==> src/sv/smpq_pkg.sv <==
// ----------------------------------------------------------------------------
// smpq_pkg
// Shared types, constants and codes of the sorted minimum priority queue.
// ----------------------------------------------------------------------------
package smpq_pkg;

	localparam int DEPTH   = 16;
	localparam int CNT_W   = $clog2(DEPTH + 1);
	localparam int VALUE_W = 32;
	localparam int CAP_W   = 5;
	localparam int COUNT_W = 5;

	typedef logic signed [VALUE_W-1:0] value_t;
	typedef logic [CNT_W-1:0]          cnt_t;
	typedef logic [CAP_W-1:0]          cap_t;
	typedef logic [COUNT_W-1:0]        count_t;

	typedef enum logic {
		OP_INSERT = 1'b0,
		OP_REMOVE = 1'b1
	} op_t;

	typedef enum logic [1:0] {
		ST_OK        = 2'd0,
		ST_OVERFLOW  = 2'd1,
		ST_UNDERFLOW = 2'd2
	} status_t;

	localparam cap_t CAP_RESET = cap_t'(16);

	// Per-cycle command broadcast to every cell of the row.
	typedef struct packed {
		logic   ins;
		logic   rem;
		value_t x;
	} cell_ctrl_t;

endpackage

==> src/sv/smpq_if.sv <==
// ----------------------------------------------------------------------------
// smpq_if
// Channel interfaces of the queue: request, response and capacity write.
// ----------------------------------------------------------------------------
interface smpq_req_if;
	import smpq_pkg::*;
	logic   valid;
	logic   ready;
	op_t    operation;
	value_t value;

	modport source (output valid, output operation, output value, input ready);
	modport sink   (input valid, input operation, input value, output ready);
endinterface

interface smpq_rsp_if;
	import smpq_pkg::*;
	logic    valid;
	logic    ready;
	value_t  removed_value;
	status_t status;
	count_t  count;

	modport source (output valid, output removed_value, output status, output count,
		input ready);
	modport sink   (input valid, input removed_value, input status, input count,
		output ready);
endinterface

interface smpq_cfg_if;
	import smpq_pkg::*;
	logic valid;
	logic ready;
	cap_t data;

	modport source (output valid, output data, input ready);
	modport sink   (input valid, input data, output ready);
endinterface

==> src/sv/smpq_cell.sv <==
// ----------------------------------------------------------------------------
// smpq_cell
// One slot of the sorted row: compares against the incoming value and takes
// the incoming value, its own, its left or its right neighbor's value.
// ----------------------------------------------------------------------------
module smpq_cell (
	input  logic                 clk,
	input  smpq_pkg::cell_ctrl_t ctrl,
	input  logic                 valid,
	input  logic                 gt_left,
	input  smpq_pkg::value_t     left_data,
	input  smpq_pkg::value_t     right_data,
	output smpq_pkg::value_t     data,
	output logic                 gt
);
	import smpq_pkg::*;

	value_t data_q;

	assign data = data_q;
	assign gt   = valid && (data_q > ctrl.x);

	always_ff @(posedge clk) begin
		if (ctrl.ins) begin
			// shift up behind the insert point, drop the new value at it
			if (gt_left) begin
				data_q <= left_data;
			end else if (gt || !valid) begin
				data_q <= ctrl.x;
			end
		end else if (ctrl.rem) begin
			data_q <= right_data;
		end
	end

endmodule

==> src/sv/sorted_min_priority_queue.sv <==
// ----------------------------------------------------------------------------
// sorted_min_priority_queue
// Sorted priority queue of signed 32-bit values, smallest out first.
// ----------------------------------------------------------------------------
// The queue takes one request per clock and returns its response from an
// output register on the next clock; a request is taken while a response is
// still waiting as long as that response leaves at the same edge. The values
// live in a row of DEPTH cells kept in ascending order, cell 0 holding the
// smallest. On an insert every cell compares its value against the new one in
// parallel, so the row itself sets the single-cycle rate; a remove shifts the
// whole row down by one. Equal values leave oldest first. No clearing pass is
// needed after reset: the count marks which cells hold data.
module sorted_min_priority_queue (
	input  logic            clk,
	input  logic            arst_n,
	smpq_req_if.sink        req,
	smpq_rsp_if.source      rsp,
	smpq_cfg_if.sink        cfg
);
	import smpq_pkg::*;

	cap_t       capacity_q;
	cnt_t       count_q;
	logic       rsp_valid_q;
	value_t     removed_q;
	status_t    status_q;
	count_t     rsp_count_q;

	logic       accept;
	logic       full;
	logic       empty;
	cell_ctrl_t ctrl;
	cnt_t       count_next;
	status_t    status_next;

	value_t     cell_data [DEPTH];
	logic       cell_gt   [DEPTH];
	logic       cell_valid[DEPTH];

	assign cfg.ready = 1'b1;

	always_ff @(posedge clk or negedge arst_n) begin
		if (!arst_n) begin
			capacity_q <= CAP_RESET;
		end else if (cfg.valid) begin
			capacity_q <= cfg.data;
		end
	end

	assign req.ready = !rsp_valid_q || rsp.ready;
	assign accept    = req.valid && req.ready;

	// capacity above the built depth saturates through the second term
	assign full  = (32'(count_q) >= 32'(capacity_q)) || (count_q == cnt_t'(DEPTH));
	assign empty = (count_q == '0);

	always_comb begin
		ctrl.x      = req.value;
		ctrl.ins    = 1'b0;
		ctrl.rem    = 1'b0;
		count_next  = count_q;
		status_next = ST_OK;
		case (req.operation)
			OP_INSERT: begin
				if (full) begin
					status_next = ST_OVERFLOW;
				end else begin
					ctrl.ins   = accept;
					count_next = count_q + cnt_t'(1);
				end
			end
			OP_REMOVE: begin
				if (empty) begin
					status_next = ST_UNDERFLOW;
				end else begin
					ctrl.rem   = accept;
					count_next = count_q - cnt_t'(1);
				end
			end
			default: begin
				status_next = ST_OK;
			end
		endcase
	end

	for (genvar i = 0; i < DEPTH; i++) begin : g_cell
		assign cell_valid[i] = cnt_t'(i) < count_q;

		smpq_cell u_cell (
			.clk        (clk),
			.ctrl       (ctrl),
			.valid      (cell_valid[i]),
			.gt_left    ((i == 0) ? 1'b0 : cell_gt[(i == 0) ? 0 : i - 1]),
			.left_data  (cell_data[(i == 0) ? 0 : i - 1]),
			.right_data (cell_data[(i == DEPTH - 1) ? i : i + 1]),
			.data       (cell_data[i]),
			.gt         (cell_gt[i])
		);
	end

	always_ff @(posedge clk or negedge arst_n) begin
		if (!arst_n) begin
			count_q     <= '0;
			rsp_valid_q <= 1'b0;
		end else begin
			if (accept) begin
				count_q     <= count_next;
				rsp_valid_q <= 1'b1;
			end else if (rsp.ready) begin
				rsp_valid_q <= 1'b0;
			end
		end
	end

	always_ff @(posedge clk) begin
		if (accept) begin
			removed_q   <= (ctrl.rem) ? cell_data[0] : '0;
			status_q    <= status_next;
			rsp_count_q <= count_t'(count_next);
		end
	end

	assign rsp.valid         = rsp_valid_q;
	assign rsp.removed_value = removed_q;
	assign rsp.status        = status_q;
	assign rsp.count         = rsp_count_q;

	a_count_bound: assert property (@(posedge clk) disable iff (!arst_n)
		count_q <= cnt_t'(DEPTH))
		else $error("count exceeds depth");

	a_row_sorted: assert property (@(posedge clk) disable iff (!arst_n)
		(count_q >= cnt_t'(2)) |-> (cell_data[0] <= cell_data[1]))
		else $error("smallest cells out of order");

	a_insert_count: assert property (@(posedge clk) disable iff (!arst_n)
		(accept && ctrl.ins) |=> (count_q == $past(count_q) + cnt_t'(1)))
		else $error("insert did not grow the count");

	a_underflow_zero: assert property (@(posedge clk) disable iff (!arst_n)
		(accept && (req.operation == OP_REMOVE) && empty) |=>
			(rsp_valid_q && (removed_q == '0) && (status_q == ST_UNDERFLOW)))
		else $error("underflow response malformed");

endmodule
==> src/flat_wrapper.sv <==
// flat-port wrapper written by rule: the top's interface ports become plain ports
module sorted_min_priority_queue_flat import smpq_pkg::*;
  (clk, arst_n, req_valid, req_operation, req_value, req_ready, rsp_valid, rsp_removed_value, rsp_status, rsp_count, rsp_ready, cfg_valid, cfg_data, cfg_ready);
  smpq_req_if req_i ();
  smpq_rsp_if rsp_i ();
  smpq_cfg_if cfg_i ();
  input  logic clk;
  input  logic arst_n;
  input wire logic [$bits(req_i.valid)-1:0] req_valid;
  input wire logic [$bits(req_i.operation)-1:0] req_operation;
  input wire logic [$bits(req_i.value)-1:0] req_value;
  output wire logic [$bits(req_i.ready)-1:0] req_ready;
  output wire logic [$bits(rsp_i.valid)-1:0] rsp_valid;
  output wire logic [$bits(rsp_i.removed_value)-1:0] rsp_removed_value;
  output wire logic [$bits(rsp_i.status)-1:0] rsp_status;
  output wire logic [$bits(rsp_i.count)-1:0] rsp_count;
  input wire logic [$bits(rsp_i.ready)-1:0] rsp_ready;
  input wire logic [$bits(cfg_i.valid)-1:0] cfg_valid;
  input wire logic [$bits(cfg_i.data)-1:0] cfg_data;
  output wire logic [$bits(cfg_i.ready)-1:0] cfg_ready;
  assign req_i.valid = req_valid;
  assign req_i.operation = req_operation;
  assign req_i.value = req_value;
  assign req_ready = req_i.ready;
  assign rsp_valid = rsp_i.valid;
  assign rsp_removed_value = rsp_i.removed_value;
  assign rsp_status = rsp_i.status;
  assign rsp_count = rsp_i.count;
  assign rsp_i.ready = rsp_ready;
  assign cfg_i.valid = cfg_valid;
  assign cfg_i.data = cfg_data;
  assign cfg_ready = cfg_i.ready;
  sorted_min_priority_queue u_core (.clk(clk), .arst_n(arst_n), .req(req_i), .rsp(rsp_i), .cfg(cfg_i));
endmodule
==> config.mk <==
export PLATFORM = sky130hd
export DESIGN_NAME = sorted_min_priority_queue_flat
export DESIGN_NICKNAME = d
export VERILOG_FILES = /design/src/sv/smpq_pkg.sv /design/src/sv/smpq_if.sv /design/src/sv/smpq_cell.sv /design/src/sv/sorted_min_priority_queue.sv /design/src/flat_wrapper.sv
export SDC_FILE = /design/constraint.sdc
export NUM_CORES = 2
export LEC_CHECK = 0
export BUFFER_PORTS_ARGS = -buffer_cell sky130_fd_sc_hd__buf_4
export CAP_MARGIN = 10
export CORE_ASPECT_RATIO = 1.25
export CORE_UTILIZATION = 25
export DETAILED_ROUTE_END_ITERATION = 8
export SLEW_MARGIN = 20
export SYNTH_ARGS = -nofsm -noshare
export SYNTH_HDL_FRONTEND = slang
export SYNTH_SLANG_ARGS = --single-unit
export TNS_END_PERCENT = 30
==> constraint.sdc <==
create_clock -name clk -period 7.95 [get_ports clk]
set_clock_uncertainty 0.1 [all_clocks]
set_input_delay 0.3975 -clock clk [delete_from_list [all_inputs] [get_ports clk]]
set_output_delay 0.3975 -clock clk [all_outputs]
set_load 0.01 [all_outputs]
==> qor.yml <==
status:
  outcome: "complete, no violations"
critical_path:
  path_cells: "dlygate4sd3_1 > buf_4 > inv_1 > ha_1 > nand4_1 > nor4_1 > nand2_1 > a21oi_1 > nor4_1 > nor4_4 > buf_4 > nor2_1 > a21oi_4 > buf_4"
  crit_buf_inv: 5
  path_common_cell: "buf_4"
  cp.depth: 14
  worstSetupPathType: "input port to register"
  crit_family: "buffers and inverters"
  max_stage_delay_ns: 0.60
  reg2reg_from: "u_core.count_q[0]"
  slowest_stage: "buf_4"
  r2r_slack_ns: 3.11
  endpoint_kind: "register"
  cp_max_fo: 64
  r2r-end: "u_core.g_cell[2].u_cell.data[24]"
  cp-start-kind: "input port"
  required_ns: 8.19
  cp.arrival_ns: 5.14
  reg2reg_depth: 10
grt:
  met1_usage: 0.182
  grt_usage: 0.170
  met3_usage: 0.0187
  antenna_found_initial: 2
  grt-busiest-layer: "met2"
  grt_max_degree: 228
  grt_first_pass_wirelength_um: 205000
  grt_overflow: 0
  grt_pass1_vias: 32000
  met2_usage: 0.314
cells_and_area:
  area_growth_pct: 12.6
  mostFrequentLayoutCells: "562 x nand2_1, 551 x edfxtp_1, 520 x ha_1, 292 x nand3_1, 287 x o211ai_1"
  drive_above_1_share: 0.0902
  nets: 4373
  final_common_cell: "nand2_1"
  fin_cells: 5909
timing:
  fin_crit_sh: 0.616
  relSlewSlack: 0.0771
  final-hold-violation-count: 0
  fmax_mhz: 204
  whs_ns: 0.0218
  fin_tns_setup_ns: 0
  post-route-min-period_ns: 4.90
  tightest_slew_ns: 1.37
  final_max_slew_viol_count: 0
  setup_viol: 0
  rsz0062_at_grt: "no"
detailed_routing:
  wl_per_cell_um: 23.3
  dr.pass1.iters: 6
  drt_wl_total_um: 138000
  ant_nets: 0
  vias: 31600
  vias_per_cell: 5.35
  drtIter0Drc: 2670
  drc: 0
pwr:
  seq_power_share: 0.398
  ir_drop_v: 0.000201
  power_switching_mw: 5.35
  pwr-share-comb: 0.383
  p_int_mw: 7.62
  pwr_density_cell_nw_per_um2: 294
  swShare: 0.412
  clkPwrFrac: 0.220
  leakage_nw: 18.1
floorplanning:
  die_w_um: 356
  ios: 85
  die_h_um: 444
  design.die.area_um2: 158000
  core_area_um2: 156000
  initial_utilization: 0.251
  rows: 162
hold_path:
  hold_start: "req_value[6]"
  holdPathEnd: "u_core.g_cell[15].u_cell.data[6]"
  min_path_type: "input port to register"
  whs_path_depth: 2
clock_network:
  cts_max_path_buffers: 3
  cts_made_buffers: 58
  insertion_delay_ns: 0.69
  cts_root_buf: "clkbuf_16"
  clk_pin_slew_ns: 0.07
  clock-sinks: 562
  htree_levels: 2
  cts_tree: "yes"
yosys:
  async_flop_share: 0.0196
  netlist_area_um2: 39100
  syn-num-nets: 4375
  yosysSeqAreaShare: 0.430
  synth_area_leaders: "edfxtp_1 42%, ha_1 17%, o211ai_1 5.5%, nand2_1 5.4%, mux2i_1 4.3%"
  yosys.area.top_type: "edfxtp_1"
  synth_warnings: 0
  yosys_most_used_dff: "edfxtp_1"
  postSynthCellCount: 3812
  synth_seq_cells: 562
  syn_area_per_cell_um2: 10.3
  synth_edf_count: 551
  yosys.cell_types.count: 83
  synth_top_area_share: 0.423
place:
  dp_hpwl_um: 102000
  gp_congestion: 0.963
  dpl.cell_count: 5783
  portBuffers: 83
job:
  cap_violations: 0
## how the worst max path moves through the flow
stage,to,from
after global routing,u_core.g_cell[8].u_cell.data[5],req_value[25]
final,u_core.g_cell[8].u_cell.data[6],req_value[25]
after CTS,u_core.g_cell[9].u_cell.data[5],req_value[25]
after floorplan,u_core.g_cell[14].u_cell.data[0],req_value[11]
after global placement,u_core.g_cell[9].u_cell.data[27],req_value[15]
after detailed placement,u_core.g_cell[9].u_cell.data[27],req_value[15]
## power by group through the flow
stage	clock, mW	combinational (mW)	sequential [mW]
4_1_cts	2.89	4.91	5.15
3_5_place_dp	0	4.89	5.20
3_3_place_gp	0	4.75	5.20
5_1_grt	2.97	5.48	5.21
2_1_floorplan	0	3.46	4.81
6_report	2.85	4.97	5.16
## Yosys cell counts (10+ instances only)
cell type	count
nor3_1	25
nand2b_1	12
buf_2	82
a21oi_1	216
a21o_1	105
mux2i_1	168
and3_1	36
nand3_1	292
nand2_2	31
o21ai_0	163
o21ai_1	39
inv_1	89
o21a_1	16
nand4_1	129
ha_1	520
or3_1	10
nor2b_1	23
edfxtp_1	551
nor2_1	89
o211ai_1	287
o31ai_1	10
o221ai_1	11
a221oi_1	13
a31oi_1	12
nor4_1	15
mux2_4	30
and4_1	17
clkbuf_1	125
dfrtp_1	10
nand2_1	562
## metrics by stage
stage / utilization / instance area (um2) / total power [mW] / setup slack [ns]
5_1_grt: 0.283 / 44100 / 13.7 / 2.69
3_3_place_gp: 0.270 / 42000 / 9.95 / 2.68
2_1_floorplan: - / 39100 / 8.27 / 2.23
4_1_cts: 0.283 / 44000 / 12.9 / 3.07
6_report: 0.283 / 44100 / 13.0 / 3.05
3_5_place_dp: 0.270 / 42000 / 10.1 / 2.62
## repair_timing
action	4_1_cts	5_1_grt
hold endpoints to repair	20	0
setup buffers	0	0
resized for setup	0	0
hold buffers	16	0
## state kept, by name (all words and copies together) (netlist names)
register and count:
u_core.g_cell.u_cell.data 512, u_core.rsp.removed_value 32, u_core.rsp.count 5, u_core.rsp.status 2, u_core.capacity_q 5, u_core.rsp.valid 1, u_core.count_q 5
## routing by layer
metal  up-vias  wire length (um)
li1      14700                 -
met5         -                 8
met2      1034             72000
met4         2             10000
met1     15500             50000
met3       354              5720
## cells by family (layout without fill, tap and decap cells)
family                   count (synthesis)  count (layout)  synth area share
AND/OR/NAND/NOR                       1264            1264             0.153
buffers and inverters                  319             363            0.0367
multiplexers                           203             203            0.0560
flip-flops                             562             562             0.430
AO/OA/AOI/OAI                          939             939             0.157
XOR/XNOR                                 4               4          0.000895
other                                    1               4         0.0000958
adder cells (fa/ha/maj)                520             520             0.166
## final cells by class
| type | instances | area, um2 |
|---|---|---|
| multi-input combinational | 2931 | 21100 |
| clock buffer | 64 | 1470 |
| timing repair buffer | 167 | 1380 |
| sequential | 562 | 16800 |
| fill | 16300 | 112000 |
| tap | 2050 | 2560 |
| inverter | 90 | 338 |
| antenna | 3 | 7.51 |
| clock inverter | 42 | 393 |
Power figures use the tool's default switching activity.
